[config.mk]
export PLATFORM = sky130hd
export DESIGN_NAME = mlfq_scheduler_core
export DESIGN_NICKNAME = d
export VERILOG_FILES = /design/src/rtl/core/mlfq_pkg.sv /design/src/rtl/core/mlfq_proc_mem.sv /design/src/rtl/core/mlfq_fifo_mem.sv /design/src/rtl/core/mlfq_scheduler_core.sv
export SDC_FILE = /design/constraint.sdc
export NUM_CORES = 2
export LEC_CHECK = 0
export BUFFER_PORTS_ARGS = -buffer_cell sky130_fd_sc_hd__buf_2
export CAP_MARGIN = 15
export CORE_UTILIZATION = 59
export DETAILED_ROUTE_END_ITERATION = 6
export PLACE_DENSITY = 0.77
export SYNTH_ARGS = -nofsm -noshare
export SYNTH_HDL_FRONTEND = slang
export SYNTH_SLANG_ARGS = --single-unit
[constraint.sdc]
create_clock -name clk -period 15.55 [get_ports clk]
set_clock_uncertainty 0.2 [all_clocks]
set_input_delay 0.7775 -clock clk [delete_from_list [all_inputs] [get_ports clk]]
set_output_delay 0.7775 -clock clk [all_outputs]
set_load 0.02 [all_outputs]
[src/rtl/core/mlfq_pkg.sv]
`timescale 1ns / 1ps
package mlfq_pkg;

  localparam int DefMaxProcs  = 16;
  localparam int DefMaxLevels = 4;
  localparam int DefTimeBits  = 32;

  localparam logic [2:0]  RstNumLevels = 3'd4;
  localparam logic [31:0] RstBoostPeriod = 32'd1000;
  localparam logic [63:0] RstSliceTable = 64'd4503668347895824;
  localparam logic [63:0] RstAllotTable = 64'd18014673391583296;

  // Register indexes on the configuration port.
  localparam logic [1:0] RegNumLevels   = 2'd0;
  localparam logic [1:0] RegBoostPeriod = 2'd1;
  localparam logic [1:0] RegSliceTable  = 2'd2;
  localparam logic [1:0] RegAllotTable  = 2'd3;

  typedef struct packed {
    logic        kind;
    logic [3:0]  proc_slot;
    logic [31:0] burst_length;
  } mlfq_in_t;

  typedef struct packed {
    logic        ran;
    logic [3:0]  run_slot;
    logic [31:0] start_time;
    logic [31:0] end_time;
    logic [31:0] time_left;
    logic [1:0]  run_level;
  } mlfq_out_t;

  // Pick one 16-bit field of a packed per-level table; levels above 3 use level 3.
  function automatic logic [15:0] table_field(input logic [63:0] tbl, input logic [2:0] lvl);
    logic [1:0] l;
    l = (lvl > 3'd3) ? 2'd3 : lvl[1:0];
    return tbl[16*l +: 16];
  endfunction

endpackage

[src/rtl/core/mlfq_proc_mem.sv]
`timescale 1ns / 1ps
// Per-process record store: remaining time and allotment use, one synchronous memory.
module mlfq_proc_mem import mlfq_pkg::*; #(
  parameter int MaxProcs = DefMaxProcs,
  parameter int TimeBits = DefTimeBits,
  localparam int SlotBits = (MaxProcs > 1) ? $clog2(MaxProcs) : 1
) (
  input  logic                clk,
  input  logic                we,
  input  logic [SlotBits-1:0] waddr,
  input  logic [TimeBits-1:0] wrem,
  input  logic [15:0]         wused,
  input  logic [SlotBits-1:0] raddr,
  output logic [TimeBits-1:0] rrem,
  output logic [15:0]         rused
);

  logic [TimeBits+15:0] mem [MaxProcs];
  logic [TimeBits+15:0] rdata_r;

  // Write port and registered read port.
  always_ff @(posedge clk) begin
    if (we) begin
      mem[waddr] <= {wrem, wused};
    end
    rdata_r <= mem[raddr];
  end

  assign rrem  = rdata_r[TimeBits+15:16];
  assign rused = rdata_r[15:0];

endmodule

[src/rtl/core/mlfq_fifo_mem.sv]
`timescale 1ns / 1ps
// Level queue store: one ring of MaxProcs entries per level in one synchronous memory.
module mlfq_fifo_mem import mlfq_pkg::*; #(
  parameter int MaxProcs  = DefMaxProcs,
  parameter int MaxLevels = DefMaxLevels,
  localparam int SlotBits = (MaxProcs > 1) ? $clog2(MaxProcs) : 1,
  localparam int Depth    = MaxProcs * MaxLevels,
  localparam int AddrBits = $clog2(Depth)
) (
  input  logic                clk,
  input  logic                we,
  input  logic [AddrBits-1:0] waddr,
  input  logic [SlotBits-1:0] wdata,
  input  logic [AddrBits-1:0] raddr,
  output logic [SlotBits-1:0] rdata
);

  logic [SlotBits-1:0] mem [Depth];
  logic [SlotBits-1:0] rdata_r;

  always_ff @(posedge clk) begin
    if (we) begin
      mem[waddr] <= wdata;
    end
    rdata_r <= mem[raddr];
  end

  assign rdata = rdata_r;

endmodule

[src/rtl/core/mlfq_scheduler_core.sv]
`timescale 1ns / 1ps
// Channel  | direction | handshake
// in_      | input     | start high while busy low accepts one word
// out_     | output    | out_valid marks a one-cycle result word
// cfg_     | input     | APB write at psel & penable & pwrite & pready
//
// An arrival passes S_ARD and S_ARW; a step that runs a process passes S_BRD,
// S_PICK, S_PRD and S_EXEC, and an idle step S_BRD, S_PICK and S_DONE; a due boost
// adds S_BWR, which walks the slots one per cycle over the record memory.
// Reset (rst_n low, synchronous) empties all queues and clears arrived flags.
// Results cannot be stalled; busy stays high until a step's result word is shown.
module mlfq_scheduler_core import mlfq_pkg::*; #(
  parameter int MaxProcs  = DefMaxProcs,
  parameter int MaxLevels = DefMaxLevels,
  parameter int TimeBits  = DefTimeBits
) (
  input  logic        clk,
  input  logic        rst_n,
  input  logic        start,
  output logic        busy,
  input  mlfq_in_t    in_word,
  output logic        out_valid,
  output mlfq_out_t   out_word,
  input  logic        psel,
  input  logic        penable,
  input  logic        pwrite,
  input  logic [4:0]  paddr,
  input  logic [63:0] pwdata,
  output logic [63:0] prdata,
  output logic        pready
);

  localparam int SlotBits = (MaxProcs > 1) ? $clog2(MaxProcs) : 1;
  localparam int LvlBits  = (MaxLevels > 1) ? $clog2(MaxLevels) : 1;
  localparam int CntBits  = $clog2(MaxProcs + 1);
  localparam int FAddrBits = $clog2(MaxProcs * MaxLevels);
  localparam logic [TimeBits-1:0] TOne = TimeBits'(1);

  typedef enum logic [8:0] {
    S_IDLE  = 9'b000000001,
    S_ARD   = 9'b000000010,
    S_ARW   = 9'b000000100,
    S_BRD   = 9'b000001000,
    S_BWR   = 9'b000010000,
    S_PICK  = 9'b000100000,
    S_PRD   = 9'b001000000,
    S_EXEC  = 9'b010000000,
    S_DONE  = 9'b100000000
  } state_t;

  state_t state_r, state_nxt;

  // Configuration registers.
  logic [2:0]  num_levels_r;
  logic [31:0] boost_period_r;
  logic [63:0] slice_table_r, allot_table_r;

  assign pready = 1'b1;
  always_ff @(posedge clk) begin
    if (!rst_n) begin
      num_levels_r   <= RstNumLevels;
      boost_period_r <= RstBoostPeriod;
      slice_table_r  <= RstSliceTable;
      allot_table_r  <= RstAllotTable;
    end else if (psel && penable && pwrite) begin
      unique case (paddr[4:3])
        RegNumLevels:   num_levels_r   <= pwdata[2:0];
        RegBoostPeriod: boost_period_r <= pwdata[31:0];
        RegSliceTable:  slice_table_r  <= pwdata;
        RegAllotTable:  allot_table_r  <= pwdata;
        default: ;
      endcase
    end
  end

  always_comb begin
    unique case (paddr[4:3])
      RegNumLevels:   prdata = {61'd0, num_levels_r};
      RegBoostPeriod: prdata = {32'd0, boost_period_r};
      RegSliceTable:  prdata = slice_table_r;
      default:        prdata = allot_table_r;
    endcase
  end

  // Effective period and top level.
  logic [TimeBits-1:0] period_m, eff_period;
  logic [LvlBits-1:0]  top_lvl;
  logic [3:0]          nl_clip;
  always_comb begin
    if (TimeBits >= 32) period_m = TimeBits'(boost_period_r);
    else                period_m = boost_period_r[TimeBits-1:0];
    eff_period = (period_m == '0) ? TOne : period_m;
    nl_clip = (num_levels_r == 3'd0) ? 4'd1 : {1'b0, num_levels_r};
    if (nl_clip > 4'(MaxLevels)) nl_clip = 4'(MaxLevels);
    top_lvl = LvlBits'(nl_clip - 4'd1);
  end

  // Control state.
  logic [MaxProcs-1:0] arrived_r, live_r;
  logic [SlotBits-1:0] head_r [MaxLevels];
  logic [SlotBits-1:0] tail_r [MaxLevels];
  logic [CntBits-1:0]  cnt_r  [MaxLevels];
  logic [TimeBits-1:0] now_r, nboost_r;
  logic                boost_init_r;
  mlfq_in_t            item_r;
  logic [SlotBits-1:0] scan_r, slot_r;
  logic [LvlBits-1:0]  lvl_r;
  logic                scan_done_r;

  // Memory ports.
  logic                pm_we;
  logic [SlotBits-1:0] pm_waddr, pm_raddr;
  logic [TimeBits-1:0] pm_wrem, pm_rrem;
  logic [15:0]         pm_wused, pm_rused;
  logic                fm_we;
  logic [FAddrBits-1:0] fm_waddr, fm_raddr;
  logic [SlotBits-1:0] fm_wdata, fm_rdata;

  mlfq_proc_mem #(.MaxProcs(MaxProcs), .TimeBits(TimeBits)) u_pmem (
    .clk, .we(pm_we), .waddr(pm_waddr), .wrem(pm_wrem), .wused(pm_wused),
    .raddr(pm_raddr), .rrem(pm_rrem), .rused(pm_rused)
  );

  mlfq_fifo_mem #(.MaxProcs(MaxProcs), .MaxLevels(MaxLevels)) u_fmem (
    .clk, .we(fm_we), .waddr(fm_waddr), .wdata(fm_wdata),
    .raddr(fm_raddr), .rdata(fm_rdata)
  );

  function automatic logic [FAddrBits-1:0] faddr(input logic [LvlBits-1:0] l,
                                                 input logic [SlotBits-1:0] p);
    return FAddrBits'(FAddrBits'(l) * FAddrBits'(MaxProcs) + FAddrBits'(p));
  endfunction

  function automatic logic [SlotBits-1:0] wrap_inc(input logic [SlotBits-1:0] p);
    return (32'(p) == MaxProcs - 1) ? '0 : p + SlotBits'(1);
  endfunction

  // Highest non-empty level at or below the top.
  logic                pick_ok;
  logic [LvlBits-1:0]  pick_lvl;
  always_comb begin
    pick_ok  = 1'b0;
    pick_lvl = '0;
    for (int l = 0; l < MaxLevels; l++) begin
      if (LvlBits'(l) <= top_lvl && cnt_r[l] != '0) begin
        pick_ok  = 1'b1;
        pick_lvl = LvlBits'(l);
      end
    end
  end

  // Run arithmetic, done in S_EXEC from the registered record.
  logic [TimeBits-1:0] slice_t, exec_t, dist_t, rem_new;
  logic [15:0]         slice_f, allot_f, used_new;
  logic [16:0]         used_sum;
  logic                demote;
  always_comb begin
    slice_f = table_field(slice_table_r, 3'(lvl_r));
    allot_f = table_field(allot_table_r, 3'(lvl_r));
    slice_t = (slice_f == 16'd0) ? TOne : TimeBits'(slice_f);
    if (TimeBits < 16) slice_t = (slice_f > 16'(2**TimeBits - 1)) ? '1 : slice_t;
    exec_t = (slice_t > pm_rrem) ? pm_rrem : slice_t;
    dist_t = nboost_r - now_r;
    if (exec_t >= dist_t) exec_t = dist_t;
    rem_new = pm_rrem - exec_t;
    if (exec_t > TimeBits'(16'hFFFF)) used_sum = 17'h1FFFF;
    else used_sum = {1'b0, pm_rused} + 17'(exec_t);
    used_new = used_sum[16] ? 16'hFFFF : used_sum[15:0];
    demote = used_new >= allot_f;
  end

  logic arr_ok;
  assign arr_ok = (32'(item_r.proc_slot) < MaxProcs) && (item_r.burst_length != '0)
                  && !(arrived_r[SlotBits'(item_r.proc_slot)] && live_r[SlotBits'(item_r.proc_slot)]);

  logic [SlotBits-1:0] ar_slot;
  assign ar_slot = SlotBits'(item_r.proc_slot);

  logic [LvlBits-1:0] push_lvl;
  assign push_lvl = (demote && lvl_r != '0) ? lvl_r - LvlBits'(1) : lvl_r;

  mlfq_out_t out_r;
  logic      out_valid_r;

  always_comb begin
    state_nxt = state_r;
    pm_we = 1'b0; pm_waddr = slot_r; pm_wrem = rem_new; pm_wused = used_new;
    pm_raddr = scan_r;
    fm_we = 1'b0; fm_waddr = faddr(top_lvl, tail_r[top_lvl]); fm_wdata = scan_r;
    fm_raddr = faddr(pick_lvl, head_r[pick_lvl]);
    if (demote) pm_wused = 16'd0;
    unique case (state_r)
      S_IDLE: if (start) state_nxt = in_word.kind ? S_BRD : S_ARD;
      S_ARD: state_nxt = S_ARW;
      S_ARW: begin
        if (arr_ok) begin
          pm_we = 1'b1; pm_waddr = ar_slot;
          pm_wrem = TimeBits'(item_r.burst_length); pm_wused = 16'd0;
          fm_we = (cnt_r[top_lvl] < CntBits'(MaxProcs));
          fm_wdata = ar_slot;
        end
        state_nxt = S_IDLE;
      end
      S_BRD: state_nxt = (dist_t == '0) ? S_BWR : S_PICK;
      S_BWR: begin
        // One slot per cycle: clear its allotment use and requeue if active.
        pm_we = 1'b1; pm_waddr = scan_r; pm_wrem = pm_rrem; pm_wused = 16'd0;
        pm_raddr = wrap_inc(scan_r);
        fm_we = arrived_r[scan_r] && live_r[scan_r];
        if (scan_done_r) state_nxt = S_PICK;
      end
      // The queue head is read at the end of S_PICK and shows in S_PRD.
      S_PICK: state_nxt = pick_ok ? S_PRD : S_DONE;
      S_PRD: begin
        pm_raddr = fm_rdata;
        state_nxt = S_EXEC;
      end
      S_EXEC: begin
        pm_we = 1'b1;
        fm_we = rem_new != '0;
        fm_waddr = faddr(push_lvl, tail_r[push_lvl]);
        fm_wdata = slot_r;
        state_nxt = S_IDLE;
      end
      S_DONE: state_nxt = S_IDLE;
      default: state_nxt = S_IDLE;
    endcase
  end

  assign busy = (state_r != S_IDLE);

  always_ff @(posedge clk) begin
    if (!rst_n) begin
      state_r     <= S_IDLE;
      arrived_r   <= '0;
      live_r      <= '0;
      now_r       <= '0;
      boost_init_r <= 1'b1;
      nboost_r    <= '0;
      out_valid_r <= 1'b0;
      scan_r      <= '0;
      scan_done_r <= 1'b0;
      for (int l = 0; l < MaxLevels; l++) begin
        head_r[l] <= '0; tail_r[l] <= '0; cnt_r[l] <= '0;
      end
    end else begin
      state_r     <= state_nxt;
      out_valid_r <= 1'b0;
      if (boost_init_r) begin
        nboost_r     <= eff_period;
        boost_init_r <= 1'b0;
      end
      unique case (state_r)
        S_IDLE: if (start) begin
          item_r <= in_word;
          scan_r <= '0;
          scan_done_r <= (MaxProcs == 1);
        end
        S_ARD: ;
        S_ARW: if (arr_ok) begin
          arrived_r[ar_slot] <= 1'b1;
          live_r[ar_slot]    <= 1'b1;
          if (cnt_r[top_lvl] < CntBits'(MaxProcs)) begin
            tail_r[top_lvl] <= wrap_inc(tail_r[top_lvl]);
            cnt_r[top_lvl]  <= cnt_r[top_lvl] + CntBits'(1);
          end
        end
        S_BRD: if (dist_t == '0) begin
          for (int l = 0; l < MaxLevels; l++) begin
            head_r[l] <= '0; tail_r[l] <= '0; cnt_r[l] <= '0;
          end
          nboost_r <= nboost_r + eff_period;
        end
        S_BWR: begin
          if (arrived_r[scan_r] && live_r[scan_r]) begin
            tail_r[top_lvl] <= wrap_inc(tail_r[top_lvl]);
            cnt_r[top_lvl]  <= cnt_r[top_lvl] + CntBits'(1);
          end
          scan_r <= wrap_inc(scan_r);
          scan_done_r <= (32'(scan_r) == MaxProcs - 2);
        end
        S_PICK: begin
          lvl_r <= pick_lvl;
          if (pick_ok) begin
            head_r[pick_lvl] <= wrap_inc(head_r[pick_lvl]);
            cnt_r[pick_lvl]  <= cnt_r[pick_lvl] - CntBits'(1);
          end
        end
        S_PRD: slot_r <= fm_rdata;
        S_EXEC: begin
          now_r <= now_r + exec_t;
          live_r[slot_r] <= (rem_new != '0);
          if (rem_new != '0) begin
            tail_r[push_lvl] <= wrap_inc(tail_r[push_lvl]);
            cnt_r[push_lvl]  <= cnt_r[push_lvl] + CntBits'(1);
          end
          out_valid_r        <= 1'b1;
          out_r.ran          <= 1'b1;
          out_r.run_slot     <= 4'(slot_r);
          out_r.start_time   <= 32'(now_r);
          out_r.end_time     <= 32'(now_r + exec_t);
          out_r.time_left    <= 32'(rem_new);
          out_r.run_level    <= 2'(lvl_r);
        end
        S_DONE: begin
          now_r <= now_r + TOne;
          out_valid_r        <= 1'b1;
          out_r.ran          <= 1'b0;
          out_r.run_slot     <= 4'd0;
          out_r.start_time   <= 32'(now_r);
          out_r.end_time     <= 32'(now_r + TOne);
          out_r.time_left    <= 32'd0;
          out_r.run_level    <= 2'd0;
        end
        default: ;
      endcase
    end
  end

  assign out_valid = out_valid_r;
  assign out_word  = out_r;

`ifndef ASSERT_OFF
  a_one_hot: assert property (@(posedge clk) disable iff (!rst_n) $onehot(state_r))
    else $error("state not one-hot");
  a_res_after_run: assert property (@(posedge clk) disable iff (!rst_n)
    (state_r == S_EXEC) |=> out_valid && out_word.ran)
    else $error("run gave no result");
  a_no_res_idle: assert property (@(posedge clk) disable iff (!rst_n)
    out_valid |-> $past(state_r == S_EXEC || state_r == S_DONE))
    else $error("stray result");
  a_busy_on_start: assert property (@(posedge clk) disable iff (!rst_n)
    (start && !busy) |=> busy)
    else $error("accepted word did not raise busy");
`endif

endmodule

After elaboration in Yosys (flattened, before gate mapping)
Memories as Yosys holds them, arrays and structs flattened. A register that Yosys moved wholly into a read port is not among the register bits. Cells that the tools add are included.

Bits in registers: 420. Bits of input ports: 112. RAM bits: 1076. Memories kept: 5. Logic and storage cells: 273.

Memories: u_pmem.mem (depth 16, width 48, read ports 1, clocked after memory_dff 1, wr ports 1, line mlfq_proc_mem.sv:18) `logic [TimeBits+15:0] mem [MaxProcs];`; u_fmem.mem (depth 64, width 4, read ports 1, clocked after memory_dff 1, wr ports 1, line mlfq_fifo_mem.sv:18) `logic [SlotBits-1:0] mem [Depth];`; cnt_r (depth 4, width 5, read ports 7, clocked after memory_dff 0, wr ports 4, line mlfq_scheduler_core.sv:102) `logic [CntBits-1:0] cnt_r [MaxLevels];`; head_r (depth 4, width 4, read ports 1, clocked after memory_dff 0, wr ports 4, line mlfq_scheduler_core.sv:100) `logic [SlotBits-1:0] head_r [MaxLevels];`; tail_r (depth 4, width 4, read ports 2, clocked after memory_dff 0, wr ports 4, line mlfq_scheduler_core.sv:101) `logic [SlotBits-1:0] tail_r [MaxLevels];`.

$lt $le $gt $ge: 15. Shifts and indexed selects: 2. Equal/unequal tests: 21. Muxes and demuxes: 125. Bitwise logic cells: 16. Add/sub/neg operators: 18. Reductions and logical operators: 48.

Operator list (count): $mux W32 (7); $pmux W103 S2 (1); $pmux W64 S3 (1); $pmux W32 S2 (2); $shiftx A64 B7 Y16 (2); $mux W16 (5); $mux W4 (20); $add A32 B32 Y32 (2); $logic_not A32 Y1 (2); $pmux W16 S2 (2); $reduce_bool A32 Y1 (2); $sub A32 B32 Y32 (2); $pmux W9 S6 (1); $mux W1 (47); $mux W5 (8); $add A32 B1 Y32 const B (1); $ge A32 B32 Y1 (1); $gt A16 B32 Y1 (1); $gt A32 B16 Y1 const B (1); $or A16 B16 Y16 (2); $pmux W4 S2 (4); $mux W9 (3); $reduce_and A2 Y1 (11); $eq A4 B4 Y1 const B (5); other kinds (47) (112).

Longest topological paths before layout
Depth in word-level cells: 18. Mapped depth: 57. Mapped depth without buffers: 52.

Cells and area by module
Synthesis repeated with hierarchy kept, for this count alone.

Cell total of the unflattened synthesis: 5616. Area, all modules: 72814.8 um^2.

By module, submodules not included: mlfq_scheduler_core (area an instance 32763.9 um^2, cells an instance 3845, times used 1); mlfq_proc_mem (area an instance 29694.7 um^2, cells an instance 1242, times used 1); mlfq_fifo_mem (area an instance 10356.2 um^2, cells an instance 529, times used 1).

Least setup slack after synthesis
OpenSTA, ideal clock, no wires.

Kind: reg-to-reg. From: register lvl_r[0]. To: memory u_fmem.mem[19][0] in the netlist's numbering (enable). Slack: 3.483 ns. Arrival: 11.506 ns. Stages on the path, launching flop included: 56. Required time: 14.989 ns. Path buffers: 7. Cells stage by stage: edfxtp_1 > clkbuf_1 > buf_1 > clkbuf_1 > mux4_2 > nor4_1 > a31oi_1 > ha_1 > nor2b_1 > o21ai_0 > nand2b_1 > a21oi_1 > o21ai_0 > a21oi_1 > a211o_1 > clkbuf_1 > mux2_2 > ha_1 > (+20 left out) > o21bai_1 > nand4_1 > nand3b_1 > clkbuf_1 > nor2_1 > ha_1 > nor2b_1 > o21ai_0 > a21oi_1 > a2111oi_0 > o22ai_1 > nor2_2 > xnor2_1 > mux4_2 > inv_1 > a32oi_4 > buf_6 > nor3_1.

Cells in the longest elaborated chain, start to end: 16.

RTL lines: start, declared (line mlfq_scheduler_core.sv:107) `logic [LvlBits-1:0] lvl_r;`; start signal, assigned (line mlfq_scheduler_core.sv:283) `lvl_r <= pick_lvl;`; $shiftx A64 B7 Y16 (line mlfq_pkg.sv:38) `return tbl[16*l +: 16];`; $logic_not A16 Y1 (line mlfq_scheduler_core.sv:160) `slice_t = (slice_f == 16'd0) ? TOne : TimeBits'(slice_f);`; $mux W16 (line mlfq_scheduler_core.sv:160); $gt A16 B32 Y1 (line mlfq_scheduler_core.sv:162) `exec_t = (slice_t > pm_rrem) ? pm_rrem : slice_t;`; $mux W32 (line mlfq_scheduler_core.sv:162); $ge A32 B32 Y1 (line mlfq_scheduler_core.sv:164) `if (exec_t >= dist_t) exec_t = dist_t;`; $mux W32 (line mlfq_scheduler_core.sv:164); $gt A32 B16 Y1 or $add A16 B17 Y17 (tied branches) (line mlfq_scheduler_core.sv:166, mlfq_scheduler_core.sv:167); $mux W17 (line mlfq_scheduler_core.sv:166) `if (exec_t > TimeBits'(16'hFFFF)) used_sum = 17'h1FFFF;`; $mux W16 (line mlfq_scheduler_core.sv:168) `used_new = used_sum[16] ? 16'hFFFF : used_sum[15:0];`; $ge A16 B16 Y1 (line mlfq_scheduler_core.sv:169) `demote = used_new >= allot_f;`; $logic_and A1 B1 Y1 (line mlfq_scheduler_core.sv:180) `assign push_lvl = (demote && lvl_r != '0) ? lvl_r - LvlBits'(1) : lvl_r;`; $mux W2 (line mlfq_scheduler_core.sv:180); $mem_v2 Z4 W4; $add A6 B4 Y6 (line mlfq_scheduler_core.sv:131) `return FAddrBits'(FAddrBits'(l) * FAddrBits'(MaxProcs) + FAddrBits'(p));`; $mux W6 (line mlfq_scheduler_core.sv:192) `unique case (state_r)`; end, declared (line mlfq_fifo_mem.sv:18).

Parallel ways exist; a longest one is shown, timed or not.

Worst setup path after layout
From: register lvl_r[0]. To: memory u_fmem.mem[41][0] in the netlist's numbering (enable).

Same word-level chain as after synthesis.

==> impl_metrics.tcl <==
set metrics [dict create \
    status "completed" \
    globalRoute.totalOverflow 0 \
    drive_above_1_share_pct 11.91 \
    clk_latency_ns 0.81 \
    synthToLayoutAreaGrowth_pct 10.87 \
    grt_max_degree 200 \
    gp_congestion 0.9689 \
    synth-edff-count 1221 \
    ys_types 111 \
    root_buffer "clkbuf_16" \
    drcViolationCount 0 \
    multi_input_area_um2 29840 \
    crit_path_max_fanout 32 \
    ant_nets 0 \
    hold_slack_ns 0.03010 \
    hp-start "pwdata[44]" \
    synthFlopType "edfxtp_1" \
    clock_sinks 1548 \
    wl_um 213300 \
    cts_repair_resize_count 0 \
    powerDensity_nw_per_um2 122.0 \
    clk_pin_slew_ns 0.06 \
    finalMaxSlewViolations 0 \
    worstSetupEndpointType "register" \
    detail_route.wl_per_cell_um 24.48 \
    h-tree-depth 4 \
    report.final.setup_viol 0 \
    grt_first_pass_wirelength_um 317300 \
    finalSetupTns_ns 0 \
    cp_common_cell "a21oi_1" \
    rsz0062_at_grt "no" \
    slew_headroom_pct 17.54 \
    clk_path_buf_depth 3 \
    io_buffers 277 \
    core_area_um2 126100 \
    startpoint_type "register" \
    drt_iter0_drc 6731 \
    start_util_pct 59.74 \
    reg2reg_slack_ns 1.19 \
    holdPathEnd "slice_table_r[44]" \
    synth-async-reset-ratio_pct 0 \
    worstMarginPinSlew_ns 1.237 \
    switchingPower_uw 2773 \
    fp-row-count 130 \
    vias_per_cell 6.471 \
    cts_made_buffers 153 \
    critPathKind "register to register" \
    pwr-share-comb_pct 15.8 \
    hold_viol 0 \
    worstReg2RegStart "lvl_r[0]" \
    drv_cap 0 \
    antenna_found_initial 8 \
    vias 56384 \
    rr_endpoint "u_fmem.mem[41][0]" \
    top_level_ports 282 \
    leakage_uw 0.02996 \
    crit_path_max_incr_delay_ns 1.05 \
    fin_crit_ns 14.36 \
    reg2reg_depth 48 \
    nets 7272 \
    hold_path.class "primary input to register" \
    arrival_ns 14.62 \
    clock.fmax_mhz 69.64 \
    hpwl_um 135900 \
    cts_hold_buf 33 \
    ys_ff_latch 1548 \
    synth_area_um2 75310 \
    cts_setup_buffers 0 \
    clkPwrFrac_pct 36.7 \
    hold_path_depth 3 \
    drt-pass1-iter-count 6 \
    utilization_pct 66.24 \
    cp_slowest_cell "a32oi_4" \
    synth_warnings 0 \
    die_h_um 359.3 \
    period_share_pct 92.34 \
    cp.required_ns 15.81 \
    vdd_drop_max_mv 0.1176 \
    seqCellArea_um2 43210 \
    synth_seq_area_share_pct 57.38 \
    synth_cells 6824 \
    grt_pass1_vias 52876 \
    p_int_uw 7409 \
    p_sw_share_pct 27.23 \
    die_area_um2 129100 \
    power_frac_seq_pct 47.4 \
    fillers 9173 \
    cts_tree "built" \
    die_w_um 359.3 \
    syn_area_per_cell_um2 11.04 \
    grt_util_all_layers_pct 32.21 \
]
Yosys cell counts, drive strengths merged (23+ instances only):
cell type,number,area (um^2)
and2,297,1858
and3,35,229.0
inv,179,671.9
mux2,38,427.9
a21oi,504,2530
ha,215,2690
a21o,75,563.0
o21bai,23,176.4
o21ai,166,830.8
a31oi,171,1070
nand2b,40,250.2
nand3,94,475.5
nor4,42,296.5
o221ai,25,225.2
mux2i,125,1262
nand4,43,281.5
nor2,351,1328
a311oi,137,1206
a22o,33,289.0
o211ai,24,180.2
nor2b,67,419.2
nand2,1111,4170
dfxtp,327,6546
or2,32,200.2
xnor2,94,823.3
a211oi,388,2918
o21a,45,345.3
mux4,55,1239
clkbuf,378,1421
nor3,118,635.6
edfxtp,1221,36670
buf,93,510.5
xor2,53,483.0
sequential cells by signal, summed over array words and instances (netlist names), 3 cells and up:
register and count:
item_r 32, allot_table_r 64, u_fmem.rdata 4, scan_r 4, u_fmem.mem 256, u_pmem.rdata_r 48, num_levels_r 3, now_r 32
ar_slot 4, nboost_r 32, head_r 16, tail_r 16, slot_r 4, boost_period_r 32, cnt_r 20, state_r 9
out_word 103, slice_table_r 64, u_pmem.mem 768, live_r 16, arrived_r 16
power groups by stage:
stage	combinational [uW]	clock, uW	sequential, uW
6_report	1610	3740	4830
5_1_grt	1730	3920	4830
4_1_cts	1550	3760	4830
3_5_place_dp	1540	0	4920
3_3_place_gp	1500	0	4920
2_1_floorplan	993	0	4910
placed cells by master, fill, tap and decap left out, types with 40 or more instances in the layout:
| cell | n |
|---|---|
| mux4_2 | 55 |
| buf_4 | 104 |
| nor2_1 | 326 |
| dfxtp_1 | 326 |
| nand2b_1 | 40 |
| mux2i_1 | 121 |
| nor3_1 | 109 |
| o21ai_0 | 146 |
| a311oi_1 | 136 |
| a211oi_1 | 387 |
| xor2_1 | 52 |
| and2_1 | 282 |
| nand3_1 | 92 |
| nand2_1 | 1108 |
| nand4_1 | 41 |
| nor2b_1 | 66 |
| inv_1 | 175 |
| o21a_1 | 44 |
| clkbuf_16 | 158 |
| a21oi_1 | 501 |
| a31oi_1 | 171 |
| xnor2_1 | 94 |
| edfxtp_1 | 1221 |
| ha_1 | 215 |
| a21o_1 | 75 |
| buf_2 | 276 |
routing by layer:
layer	wire length [um]	GRT usage [%]	vias up
met5	13	0	-
met4	11370	16.44	2
met3	22150	6.542	522
met2	98580	50.70	3025
met1	81190	42.46	27289
li1	-	-	25546
how the worst max path moves through the flow:
stage | start | endpoint | slack, ns | cells after the start
after floorplan | lvl_r[0] | u_fmem.mem[19][0] | 3.48 | 55
after global placement | lvl_r[0] | u_fmem.mem[42][0] | 1.52 | 48
after detailed placement | lvl_r[0] | u_fmem.mem[44][0] | 1.34 | 48
after CTS | lvl_r[0] | u_fmem.mem[42][2] | 1.33 | 48
after global routing | lvl_r[0] | u_fmem.mem[14][1] | 0.18 | 48
final | lvl_r[0] | u_fmem.mem[41][0] | 1.19 | 48
kinds of logic after synthesis:
family,synth area share (%)
flops,57.38
other cells,0.009972
simple gates,14.14
fa+ha+maj,3.705
buf+inv,3.462
mux,3.889
xor+xnor,1.735
compound gates,15.68
stage by stage:
step	cells	power (uW)	setup slack (ns)	instance area [um^2]
final	8714	10180	1.191	83500
after CTS	8704	10140	1.331	83410
after detailed placement	8393	6457	1.338	77960
after global placement	8393	6420	1.524	77960
after global routing	8714	10470	0.1810	83500
after floorplan	6839	5902	3.483	75360
worst max-delay path: cells and delay by family (launching register included):
| kind | cells | cell delay (ns) |
|---|---|---|
| compound gates | 23 | 5.62 |
| xor+xnor | 1 | 0.65 |
| fa+ha+maj | 5 | 1.50 |
| buf+inv | 3 | 0.25 |
| flops | 1 | 0.91 |
| mux | 3 | 1.81 |
| simple gates | 13 | 3.09 |
area by class of cell:
cell class	instances	area share [%]
inverter	180	0.8167
timing repair buffer	417	3.090
tap	1650	2.473
antenna	1	0.002997
multi-input combinational	4640	35.74
clock buffer	200	5.080
sequential	1548	51.75
clock inverter	78	1.047
Note: power is estimated with default switching activity, not from simulation.
